`config.mk`:
```
export PLATFORM = sky130hd
export DESIGN_NAME = infix_to_postfix_converter_top
export DESIGN_NICKNAME = d
export VERILOG_FILES = /design/src/rtl/core/i2p_pkg.sv /design/src/rtl/core/infix_to_postfix_converter_top.sv
export SDC_FILE = /design/constraint.sdc
export NUM_CORES = 1
export LEC_CHECK = 0
export BUFFER_PORTS_ARGS = -buffer_cell sky130_fd_sc_hd__buf_2
export CORE_UTILIZATION = 40
export CTS_BUF_LIST = sky130_fd_sc_hd__clkbuf_4 sky130_fd_sc_hd__clkbuf_8
export DETAILED_ROUTE_END_ITERATION = 7
export MAX_ROUTING_LAYER = met4
export PLACE_DENSITY = 0.57
export SKIP_LAST_GASP = 1
export SLEW_MARGIN = 10
export SYNTH_ARGS = -nofsm -noshare
export SYNTH_HDL_FRONTEND = slang
export SYNTH_SLANG_ARGS = --single-unit
```
`constraint.sdc`:
```
create_clock -name i_clk -period 19.4 [get_ports i_clk]
set_input_delay 1.94 -clock i_clk [delete_from_list [all_inputs] [get_ports i_clk]]
set_output_delay 1.94 -clock i_clk [all_outputs]
set_load 0.05 [all_outputs]
```
`src/rtl/core/i2p_pkg.sv`:
```
// ----------------------------------------------------------------------------
// i2p_pkg
// Shared types, token codes and helper functions for the shunting-yard
// infix to postfix converter.
// ----------------------------------------------------------------------------
package i2p_pkg;

    // Default operator stack depth
    localparam int STACK_DEPTH_DEF = 16;

    // Field widths
    localparam int KIND_W  = 4;
    localparam int VALUE_W = 32;
    localparam int LINE_W  = 16;
    localparam int ERR_W   = 2;
    localparam int PREC_W  = 2;

    // Token kind codes
    localparam logic [KIND_W-1:0] K_OPERAND = 4'd0;
    localparam logic [KIND_W-1:0] K_LPAREN  = 4'd1;
    localparam logic [KIND_W-1:0] K_RPAREN  = 4'd2;
    localparam logic [KIND_W-1:0] K_ADD     = 4'd3;
    localparam logic [KIND_W-1:0] K_SUB     = 4'd4;
    localparam logic [KIND_W-1:0] K_MUL     = 4'd5;
    localparam logic [KIND_W-1:0] K_DIV     = 4'd6;
    localparam logic [KIND_W-1:0] K_EQ      = 4'd7;
    localparam logic [KIND_W-1:0] K_NE      = 4'd8;
    localparam logic [KIND_W-1:0] K_ASSIGN  = 4'd9;
    localparam logic [KIND_W-1:0] K_SEMI    = 4'd10;

    // Error codes
    localparam logic [ERR_W-1:0] ERR_NONE     = 2'd0;
    localparam logic [ERR_W-1:0] ERR_UNBAL    = 2'd1;
    localparam logic [ERR_W-1:0] ERR_OVERFLOW = 2'd2;

    // Precedence levels
    localparam logic [PREC_W-1:0] PREC_LOW = 2'd0;
    localparam logic [PREC_W-1:0] PREC_ADD = 2'd2;
    localparam logic [PREC_W-1:0] PREC_MUL = 2'd3;

    // One operator stack entry
    typedef struct packed {
        logic [KIND_W-1:0]  kind;
        logic [VALUE_W-1:0] value;
        logic [LINE_W-1:0]  line;
    } t_entry;

    // Token class, decoded once at accept
    typedef enum logic [2:0] {
        CLS_PASS,
        CLS_OPEN,
        CLS_CLOSE,
        CLS_OPER,
        CLS_SEMI
    } t_cls;

    // Sequencer states
    typedef enum logic [1:0] {
        ST_IDLE,
        ST_START,
        ST_EVAL,
        ST_END
    } t_state;

    function automatic t_cls classify(input logic [KIND_W-1:0] kind);
        t_cls cls;
        case (kind) inside
            K_LPAREN:                                           cls = CLS_OPEN;
            K_RPAREN:                                           cls = CLS_CLOSE;
            K_ADD, K_SUB, K_MUL, K_DIV, K_EQ, K_NE, K_ASSIGN:   cls = CLS_OPER;
            K_SEMI:                                             cls = CLS_SEMI;
            default:                                            cls = CLS_PASS;
        endcase
        return cls;
    endfunction

    // Only '(' and operators ever reach the stack; other kinds never get compared
    function automatic logic [PREC_W-1:0] prec_of(input logic [KIND_W-1:0] kind);
        logic [PREC_W-1:0] p;
        case (kind) inside
            K_LPAREN, K_ASSIGN:         p = PREC_LOW;
            K_ADD, K_SUB, K_EQ, K_NE:   p = PREC_ADD;
            default:                    p = PREC_MUL;
        endcase
        return p;
    endfunction

endpackage

```
`src/rtl/core/infix_to_postfix_converter_top.sv`:
```
// ----------------------------------------------------------------------------
// infix_to_postfix_converter_top
// Shunting-yard converter: reorders a lexed token stream into postfix order
// using an operator stack held in a single-port style memory.
// ----------------------------------------------------------------------------
// One token is handled at a time and the input stalls until it is done.
// An operand, a '(' or a token that meets an empty stack passes through
// accept, decode and finish. Otherwise the stack memory gives one registered
// read per cycle while the output is not stalled, and each read decides the
// next pop; every popped entry is read, as is the entry that stops the pops
// when the stack is not run empty. A ')' that runs the stack empty or a ';'
// after pops gives one more, trailing result after the last pop. Output
// stall holds the sequence. The stack resets empty; a ';' emits every
// open entry and then an end-of-line marker with o_last set. o_last marks
// the final result of each token, and error results (unbalanced ')' or
// stack overflow) always carry o_last.
// ----------------------------------------------------------------------------
module infix_to_postfix_converter_top #(
    parameter int STACK_DEPTH = i2p_pkg::STACK_DEPTH_DEF
) (
    input  logic                         i_clk,
    input  logic                         i_rst_n,
    // token request in
    input  logic                         i_in_valid,
    output logic                         o_in_stall,
    input  logic [i2p_pkg::KIND_W-1:0]   i_token_kind,
    input  logic [i2p_pkg::VALUE_W-1:0]  i_token_value,
    input  logic [i2p_pkg::LINE_W-1:0]   i_line_number,
    // result request out
    output logic                         o_out_valid,
    input  logic                         i_out_stall,
    output logic [i2p_pkg::KIND_W-1:0]   o_out_kind,
    output logic [i2p_pkg::VALUE_W-1:0]  o_out_value,
    output logic [i2p_pkg::LINE_W-1:0]   o_out_line,
    output logic [i2p_pkg::ERR_W-1:0]    o_error_code,
    output logic                         o_last
);
    import i2p_pkg::*;

    localparam int AW = (STACK_DEPTH > 1) ? $clog2(STACK_DEPTH) : 1;
    localparam int CW = $clog2(STACK_DEPTH + 1);

    // Sequencer and token registers
    t_state              r_state, n_state;
    t_cls                r_cls;
    logic [PREC_W-1:0]   r_prec;
    logic [KIND_W-1:0]   r_kind;
    logic [VALUE_W-1:0]  r_value;
    logic [LINE_W-1:0]   r_line;
    logic [CW-1:0]       r_count, n_count;

    // Popped entry held until we know whether it is the last result
    t_entry              r_pend, n_pend;
    logic                r_pend_v, n_pend_v;

    // Stack memory
    t_entry              r_mem [STACK_DEPTH];
    t_entry              r_rd;
    logic                mem_we, mem_re;
    logic [AW-1:0]       mem_waddr, mem_raddr;
    t_entry              mem_wdata;

    // Output register
    logic                r_out_valid;
    logic [KIND_W-1:0]   r_out_kind;
    logic [VALUE_W-1:0]  r_out_value;
    logic [LINE_W-1:0]   r_out_line;
    logic [ERR_W-1:0]    r_out_err;
    logic                r_out_last;

    logic                emit;
    logic [KIND_W-1:0]   em_kind;
    logic [VALUE_W-1:0]  em_value;
    logic [LINE_W-1:0]   em_line;
    logic [ERR_W-1:0]    em_err;
    logic                em_last;

    logic                in_accept;
    logic                out_free;
    logic                pop_ok;
    logic                stack_full;
    logic                stack_empty;

    assign in_accept   = i_in_valid && !o_in_stall;
    assign out_free    = !r_out_valid || !i_out_stall;
    assign stack_full  = (r_count == CW'(STACK_DEPTH));
    assign stack_empty = (r_count == '0);
    assign o_in_stall  = (r_state != ST_IDLE);

    // Pop decision on the freshly read top entry
    always_comb begin
        case (r_cls)
            CLS_OPER:  pop_ok = (prec_of(r_rd.kind) >= r_prec);
            CLS_CLOSE: pop_ok = (r_rd.kind != K_LPAREN);
            CLS_SEMI:  pop_ok = 1'b1;
            default:   pop_ok = 1'b0;
        endcase
    end

    // State register and control state
    always_ff @(posedge i_clk) begin
        if (!i_rst_n) begin
            r_state  <= ST_IDLE;
            r_count  <= '0;
            r_pend_v <= 1'b0;
        end else begin
            r_state  <= n_state;
            r_count  <= n_count;
            r_pend_v <= n_pend_v;
        end
    end

    // Token and pending-entry payload
    always_ff @(posedge i_clk) begin
        if (in_accept) begin
            r_kind  <= i_token_kind;
            r_value <= i_token_value;
            r_line  <= i_line_number;
            r_cls   <= classify(i_token_kind);
            r_prec  <= prec_of(i_token_kind);
        end
        r_pend <= n_pend;
    end

    // Next state, stack access and result selection
    always_comb begin
        n_state   = r_state;
        n_count   = r_count;
        n_pend    = r_pend;
        n_pend_v  = r_pend_v;
        mem_we    = 1'b0;
        mem_waddr = AW'(r_count);
        mem_wdata = '{kind: r_kind, value: r_value, line: r_line};
        mem_re    = 1'b0;
        mem_raddr = AW'(r_count - CW'(1));
        emit      = 1'b0;
        em_kind   = r_pend.kind;
        em_value  = r_pend.value;
        em_line   = r_pend.line;
        em_err    = ERR_NONE;
        em_last   = 1'b0;

        unique case (r_state)
            ST_IDLE: begin
                if (i_in_valid) begin
                    n_state  = ST_START;
                    n_pend_v = 1'b0;
                end
            end

            ST_START: begin
                if (r_cls == CLS_PASS || r_cls == CLS_OPEN || stack_empty) begin
                    n_state = ST_END;
                end else begin
                    mem_re  = 1'b1;
                    n_state = ST_EVAL;
                end
            end

            ST_EVAL: begin
                if (!pop_ok) begin
                    n_state = ST_END;
                end else if (!r_pend_v || out_free) begin
                    // earlier pop is now known not to be last
                    emit     = r_pend_v;
                    n_pend   = r_rd;
                    n_pend_v = 1'b1;
                    n_count  = r_count - CW'(1);
                    if (r_count != CW'(1)) begin
                        mem_re    = 1'b1;
                        mem_raddr = AW'(r_count - CW'(2));
                    end else begin
                        n_state = ST_END;
                    end
                end
            end

            ST_END: begin
                unique case (r_cls)
                    CLS_PASS: begin
                        em_kind  = r_kind;
                        em_value = r_value;
                        em_line  = r_line;
                        em_last  = 1'b1;
                        if (out_free) begin
                            emit    = 1'b1;
                            n_state = ST_IDLE;
                        end
                    end

                    CLS_OPEN, CLS_OPER: begin
                        if (r_pend_v) begin
                            // pops leave room, so the push always fits
                            em_last = 1'b1;
                            if (out_free) begin
                                emit     = 1'b1;
                                n_pend_v = 1'b0;
                                mem_we   = 1'b1;
                                n_count  = r_count + CW'(1);
                                n_state  = ST_IDLE;
                            end
                        end else if (stack_full) begin
                            em_kind  = r_kind;
                            em_value = r_value;
                            em_line  = r_line;
                            em_err   = ERR_OVERFLOW;
                            em_last  = 1'b1;
                            if (out_free) begin
                                emit    = 1'b1;
                                n_state = ST_IDLE;
                            end
                        end else begin
                            mem_we  = 1'b1;
                            n_count = r_count + CW'(1);
                            n_state = ST_IDLE;
                        end
                    end

                    CLS_CLOSE: begin
                        if (!stack_empty) begin
                            // matching '(' on top: drop it
                            em_last = 1'b1;
                            if (!r_pend_v || out_free) begin
                                emit     = r_pend_v;
                                n_pend_v = 1'b0;
                                n_count  = r_count - CW'(1);
                                n_state  = ST_IDLE;
                            end
                        end else if (r_pend_v) begin
                            if (out_free) begin
                                emit     = 1'b1;
                                n_pend_v = 1'b0;
                            end
                        end else begin
                            em_kind  = r_kind;
                            em_value = r_value;
                            em_line  = r_line;
                            em_err   = ERR_UNBAL;
                            em_last  = 1'b1;
                            if (out_free) begin
                                emit    = 1'b1;
                                n_state = ST_IDLE;
                            end
                        end
                    end

                    CLS_SEMI: begin
                        if (r_pend_v) begin
                            if (out_free) begin
                                emit     = 1'b1;
                                n_pend_v = 1'b0;
                            end
                        end else begin
                            // end-of-line marker
                            em_kind  = K_SEMI;
                            em_value = '0;
                            em_line  = r_line;
                            em_last  = 1'b1;
                            if (out_free) begin
                                emit    = 1'b1;
                                n_state = ST_IDLE;
                            end
                        end
                    end
                endcase
            end
        endcase
    end

    // Stack memory write port
    always_ff @(posedge i_clk) begin
        if (mem_we) begin
            r_mem[mem_waddr] <= mem_wdata;
        end
    end

    // Stack memory registered read port
    always_ff @(posedge i_clk) begin
        if (mem_re) begin
            r_rd <= r_mem[mem_raddr];
        end
    end

    // Output register valid
    always_ff @(posedge i_clk) begin
        if (!i_rst_n) begin
            r_out_valid <= 1'b0;
        end else if (emit) begin
            r_out_valid <= 1'b1;
        end else if (!i_out_stall) begin
            r_out_valid <= 1'b0;
        end
    end

    // Output register payload
    always_ff @(posedge i_clk) begin
        if (emit) begin
            r_out_kind  <= em_kind;
            r_out_value <= em_value;
            r_out_line  <= em_line;
            r_out_err   <= em_err;
            r_out_last  <= em_last;
        end
    end

    assign o_out_valid  = r_out_valid;
    assign o_out_kind   = r_out_kind;
    assign o_out_value  = r_out_value;
    assign o_out_line   = r_out_line;
    assign o_error_code = r_out_err;
    assign o_last       = r_out_last;

    // Assertions
    a_count_range: assert property (@(posedge i_clk) disable iff (!i_rst_n)
        r_count <= CW'(STACK_DEPTH))
        else $error("stack count above depth");

    a_no_push_full: assert property (@(posedge i_clk) disable iff (!i_rst_n)
        mem_we |-> !stack_full)
        else $error("push into full stack");

    a_pend_idle: assert property (@(posedge i_clk) disable iff (!i_rst_n)
        (r_state == ST_IDLE) |-> !r_pend_v)
        else $error("pending entry left over at idle");

    a_err_last: assert property (@(posedge i_clk) disable iff (!i_rst_n)
        (o_out_valid && o_error_code != ERR_NONE) |-> o_last)
        else $error("error result without last");

    a_accept_start: assert property (@(posedge i_clk) disable iff (!i_rst_n)
        in_accept |=> (r_state == ST_START))
        else $error("accepted token not started");

endmodule
```
==> summary.md, run 1 <==
| Metric | Value |
|---|---|
| Starting Density | `40.6%` |
| Net count after synthesis | `2758` |
| Pwr/cell area | `166 nW/um^2` |
| Post-detailed-route wirelength per cell | `27.5 um` |
| Register area share after synthesis | `75.0%` |
| Crit. End Element | `flip-flop` |
| Total chip power | `7.88 mW` |
| Slew @ Worst Pin | `1250 ps` |
| Final Util | `45.5%` |
| Maxcap violations | `0` |
| Drt pass-1 iters | `6` |
| Total gr overflow | `0` |
| CP arrival | `5950 ps` |
| Min-delay worst type | `reg -> reg` |
| Worst vdd ir | `161 uV` |
| Ys flop type | `edfxtp_1` |
| Final period util | `27.7%` |
| Distinct cells, synth | `77` |
| Syn Std Cell Area | `42200 um^2` |
| Async S/R FF share, synth | `0%` |
| Synthesized instance count | `2687` |
| Worst R2R Start | `r_rd[49]` |
| Clk slew on worst S/H paths | `60 ps` |
| Chip height | `327 um` |
| CTS tree | `done` |
| Worst EP required | `19970 ps` |
| Global-route wire length before repair | `175000 um` |
| Io pins | `113` |
| Critical-path top delay cell | `nand3_1` |
| Die width | `327 um` |
| Final Critical Period | `5370 ps` |
| Buf/Inv on CP | `2` |
| Clk buf depth | `3` |
| CTS sink cnt | `1057` |
| Vias | `27000` |
| Post-route ant nets | `0` |
| Cts repair resizes | `0` |
| Mean post-synth cell area | `15.7 um^2` |
| Routed WL | `119000 um` |
| Vias/cell | `6.27` |
| Register area | `31700 um^2` |
| Delay-heaviest family, CP | `simple AND/OR/NAND/NOR gates` |
| FMAX | `186 MHz` |
| Global placement routability congestion | `0.843` |
| Synth warn | `0` |
| HPWL after DPL | `58200 um` |
| Starting DRT DRC Count | `2870` |
| Most frequent CP cell | `buf_4` |
| Nets | `2870` |
| Die area | `107000 um^2` |
| Crit-path max FO | `74` |
| RSZ-0062 raised after global routing | `false` |
| Port bufs | `112` |
| Peak per-stage delay on the critical path | `750 ps` |
| Most frequent cells in the layout | `edfxtp_1, o22ai_1, clkbuf_8, o221ai_1, buf_2` |
| Final Max Slew Viols | `0` |
| Worst setup path start | `r_rd[49]` |
| Largest net degree at the start of global routing | `93` |
| Post-synthesis register bit count | `1057` |
| Fin. Hold Viols | `0` |
| Clock latency on the worst-skew pair | `830 ps` |
| GRT Total Usage | `22.7%` |
| Core area | `104000 um^2` |
| WS Path Type | `reg -> reg` |
| Area grow syn2layout | `12.3%` |
| Residual DRC | `0` |
| Initial antenna violation count | `3` |
| Clk_skew | `37.1 ps` |
| P_leak | `14.7 nW` |
| Most common cell after layout, fill and taps aside | `edfxtp_1` |
| CP Cell Sequence | `or3b_4, ha_1, a21oi_1, o211ai_4, buf_4, nand3_1, and2_4, buf_4, o22ai_1, nor3_1, or3_1` |
| Multi-input logic area | `9520 um^2` |
| Worst hold start | `r_rd[46]` |
| Rel. slew slack | `16.4%` |
| Setup TNS | `0 ps` |
| Setup violators final | `0` |
| EDFF count, synth | `1048` |
| CTS buffer count | `175` |
| Vias in the first global route | `27300` |
| Row cnt | `118` |
| Share of layout cells above drive strength 1 | `17.5%` |
| CTS Root Cell | `clkbuf_8` |
| Post-CTS Repair Setup Buffers | `0` |
| Hold-fix buffer count after cts | `0` |
| Status | `completed` |
| Critical Path Source Type | `flip-flop` |
| Layout fillers | `8971` |
| H-tree depth | `4` |
## logic make-up after synthesis
| family | synth area share (%) |
|---|---|
| AOI/OAI and AO/OA | 16.1 |
| xor gates and xnor gates | 0.104 |
| adders and majority gates | 0.445 |
| buffers and inverters | 2.90 |
| DFF | 75.0 |
| muxes | 1.15 |
| and+or+nand+nor | 4.33 |
## routing by layer
metal / GRT usage, % / vias up / wire (um)
li1: - / 11600 / -
met2: 35.3 / 1311 / 56500
met1: 30.1 / 13900 / 50500
met5: - / - / 0
met4: 7.66 / 0 / 2850
met3: 4.11 / 236 / 8920
## Yosys cell counts (16+ instances only)
library cell / instances / area, um^2
or3_1: 34 / 213
o221ai_1: 158 / 1380
o32ai_1: 26 / 228
a21oi_1: 51 / 255
nor4_1: 18 / 113
nand2_1: 34 / 128
o211ai_1: 33 / 248
inv_1: 39 / 146
clkbuf_1: 119 / 447
a211o_1: 21 / 184
edfxtp_1: 1048 / 31500
buf_2: 69 / 345
nand4_1: 22 / 138
buf_1: 18 / 67.6
a31oi_1: 34 / 213
a211oi_1: 28 / 210
mux2i_1: 20 / 200
mux2_2: 20 / 225
o21ai_0: 100 / 500
nor3_1: 94 / 470
a22o_1: 35 / 307
a32oi_1: 16 / 140
o22ai_1: 337 / 2110
o22a_1: 29 / 254
nor2_1: 40 / 150
nand3_1: 57 / 285
## registers in the layout (all words and copies together), names as in the netlist, 4 cells and up
name         flops
r_mem          832
r_pend          52
r_rd            52
o_out_value     32
r_value         32
o_out_line      16
r_line          16
r_count          5
o_out_kind       4
r_kind           4
## power by group
group / leakage [nW] / internal (mW) / switching, mW / total [mW]
Sequential: 9.53 / 2.81 / 0.147 / 2.96
Clock: 1.79 / 1.05 / 0.878 / 1.93
Combinational: 3.39 / 0.963 / 2.03 / 2.99
Total: 14.7 / 4.82 / 3.06 / 7.88
## through the flow
step / hold WS, ps / setup WS, ps / instance area [um^2] / std cells
2_1_floorplan: 400 / 12330 / 42200 / 2687
4_1_cts: 400 / 14110 / 47400 / 4309
5_1_grt: 415 / 13830 / 47400 / 4312
3_3_place_gp: 401 / 13410 / 44000 / 4002
3_5_place_dp: 405 / 13310 / 44000 / 4002
6_report: 401 / 14030 / 47400 / 4312
## path summary, 6_finish.rpt
check | end | slack [ps] | cells past startpoint
worst max register to register | r_rd[22] | 14030 | 11
worst min register to register | r_pend[46] | 400 | 0
worst max-delay path | r_rd[22] | 14030 | 11
worst min-delay path | r_pend[46] | 400 | 0
## final cells by class
type,instances,share of cell area (%)
antenna,3,0.0158
clock inverter,66,1.01
sequential,1057,66.8
timing repair buffer,165,2.02
inverter,40,0.322
clock buffer,241,6.14
multi-input combinational,1360,20.1
tap,1380,3.64
No activity file was read; power rests on OpenSTA's default activity.
==> run 2, diff against run 1 <==
- PLACE_DENSITY: 0.57 -> 0.59
- clock period: 19.4 -> 4.6 ns (I/O delays scaled with it)
==> summary.md, run 2 (same netlist as run 1, synthesis figures left out) <==
| Metric | Value |
|---|---|
| FMAX | `246 MHz` |
| H-tree depth | `4` |
| HPWL after DPL | `61100 um` |
| R2r endpoint | `r_rd[46]` |
| Rel. slew slack | `20.6%` |
| Status | `completed` |
| Total gr overflow | `0` |
| Worst hold stages | `4` |
| P_leak | `15.1 nW` |
| Post-Place Worst Slack | `554 ps` |
| Clock latency on the worst-skew pair | `860 ps` |
| Largest register by flop count | `r_mem` |
| Initial antenna violation count | `2` |
| CTS Root Cell | `clkbuf_8` |
| Slew @ Worst Pin | `1190 ps` |
| Nets | `2954` |
| Clock network power share | `23.7%` |
| Final Critical Period | `4070 ps` |
| Switching share of total power | `38.8%` |
| Final Max Slew Viols | `0` |
| Drt pass-1 iters | `8` |
| WS Path Type | `reg -> reg` |
| Fin. Hold Viols | `0` |
| Post-detailed-route wirelength per cell | `26.4 um` |
| Cts repair resizes | `0` |
| RSZ-0062 raised after global routing | `false` |
| Cell-internal power | `20.5 mW` |
| Chip height | `327 um` |
| Share of layout cells above drive strength 1 | `18.1%` |
| Final period util | `88.5%` |
| GRT Total Usage | `22.2%` |
| Clk buf depth | `3` |
| Critical Path Source Type | `flip-flop` |
| Min Hold Slack | `211 ps` |
| Largest register FFs | `832` |
| Worst vdd ir | `649 uV` |
| Most common cell after layout, fill and taps aside | `edfxtp_1` |
| Sw Pwr | `12.9 mW` |
| Post-CTS Repair Setup Buffers | `0` |
| Largest net degree at the start of global routing | `186` |
| Core area | `104000 um^2` |
| R2R Setup Slk | `530 ps` |
| Vias/cell | `6.20` |
| Combinational Power Share | `39.1%` |
| Starting DRT DRC Count | `3142` |
| Worst hold start | `i_in_valid` |
| WHS Endpoint | `r_pend_v` |
| CTS tree | `done` |
| CTS buffer count | `173` |
| Top Registers | `r_mem x832, r_pend x52, r_rd x52` |
| Setup slack after layout | `531 ps` |
| Residual DRC | `0` |
| Vias | `27200` |
| Worst R2R Start | `r_cls[2]` |
| Setup TNS | `0 ps` |
| Die area | `107000 um^2` |
| R2R depth | `9` |
| Starting Density | `40.6%` |
| Crit. End Element | `flip-flop` |
| Most frequent cells in the layout | `edfxtp_1, o22ai_1, clkbuf_8, o221ai_1, buf_2` |
| Flop pwr share | `37.1%` |
| Worst EP required | `5290 ps` |
| Min-delay worst type | `in -> reg` |
| Crit-path max FO | `55` |
| Maxcap violations | `0` |
| Clk_skew | `34.4 ps` |
| Vias in the first global route | `27200` |
| Post-route ant nets | `0` |
| Layout fillers | `8969` |
| CTS sink cnt | `1057` |
| CP arrival | `4760 ps` |
| Row cnt | `118` |
| Setup violators final | `0` |
| Global placement routability congestion | `0.880` |
| Routed WL | `116000 um` |
| Port bufs | `112` |
| Die width | `327 um` |
| Global-route wire length before repair | `172000 um` |
| Io pins | `113` |
| Clk slew on worst S/H paths | `70 ps` |
| Pwr/cell area | `690 nW/um^2` |
| Area grow syn2layout | `14.7%` |
run 2: cell types whose count changed in the layout (fill, tap and decap cells not counted), moves of 5 or more:
cell | before | now
dlygate4sd3_1 | 0 | 54
buf_12 | 0 | 23
buf_4 | 53 | 62
clkbuf_4 | 65 | 58
clkinv_2 | 9 | 15
clkinvlp_4 | 3 | 8
run 2: worst max path at each step:
stage                        to       start  slack, ps  cells past startpoint
finish                 r_rd[46]    r_cls[2]        530                      9
global route            r_rd[2]    r_rd[49]        390                     13
CTS                    r_rd[46]    r_cls[2]        520                      9
detailed placement     r_rd[46]    r_cls[2]        550                      9
global placement       r_rd[32]    r_rd[51]        650                     15
floorplan           r_mem[7][0]  r_count[0]       -170                      9
run 2: routing by layer:
layer,GRT usage (%),vias to the layer above,wire length [um]
li1,-,11800,-
met1,29.3,13900,49300
met2,34.4,1260,55000
met3,4.02,246,8740
met4,7.64,0,3070
met5,-,-,0
run 2: stage by stage:
step	utilization, %	total power [mW]	cells	cell area (um^2)
finish	46.5	33.4	4393	48400
global route	46.5	35.0	4393	48400
CTS	46.5	33.5	4391	48400
detailed placement	42.8	25.5	4034	44600
global placement	42.8	25.2	4034	44600
floorplan	-	21.3	2687	42200
run 2: final cells by class:
class	count	area, um^2	area share [%]
diodes	2	5.00	0.0103
clock buffers	231	2820	5.82
clock inverters	72	488	1.01
inverters	40	153	0.315
multi-input cells	1360	9540	19.7
flip-flops and latches	1057	31700	65.4
well taps	1380	1730	3.57
repair buffers	251	2030	4.19
run 2: worst max-delay path, cell delays in order, from the launching register on:
cell and delay, ps:
edfxtp_1 610, nor3b_2 560, nand2_1 260, o211a_4 310
o21ai_4 220, mux2_4 660, buf_4 580, o22ai_1 170
or3_1 350, nand4_1 90
run 2: power groups by stage:
stage               clock [mW]  sequential [mW]  combinational, mW
floorplan                    0             12.5               8.82
detailed placement           0             12.6               12.9
finish                    7.93             12.4               13.1
global route              8.49             12.5               14.1
CTS                       8.10             12.4               13.0
global placement             0             12.6               12.6
run 2: what timing repair did:
action                                 CTS  global route
hold buffers                            54             0
endpoints found under the hold margin   64             0
setup endpoints to repair                0             0
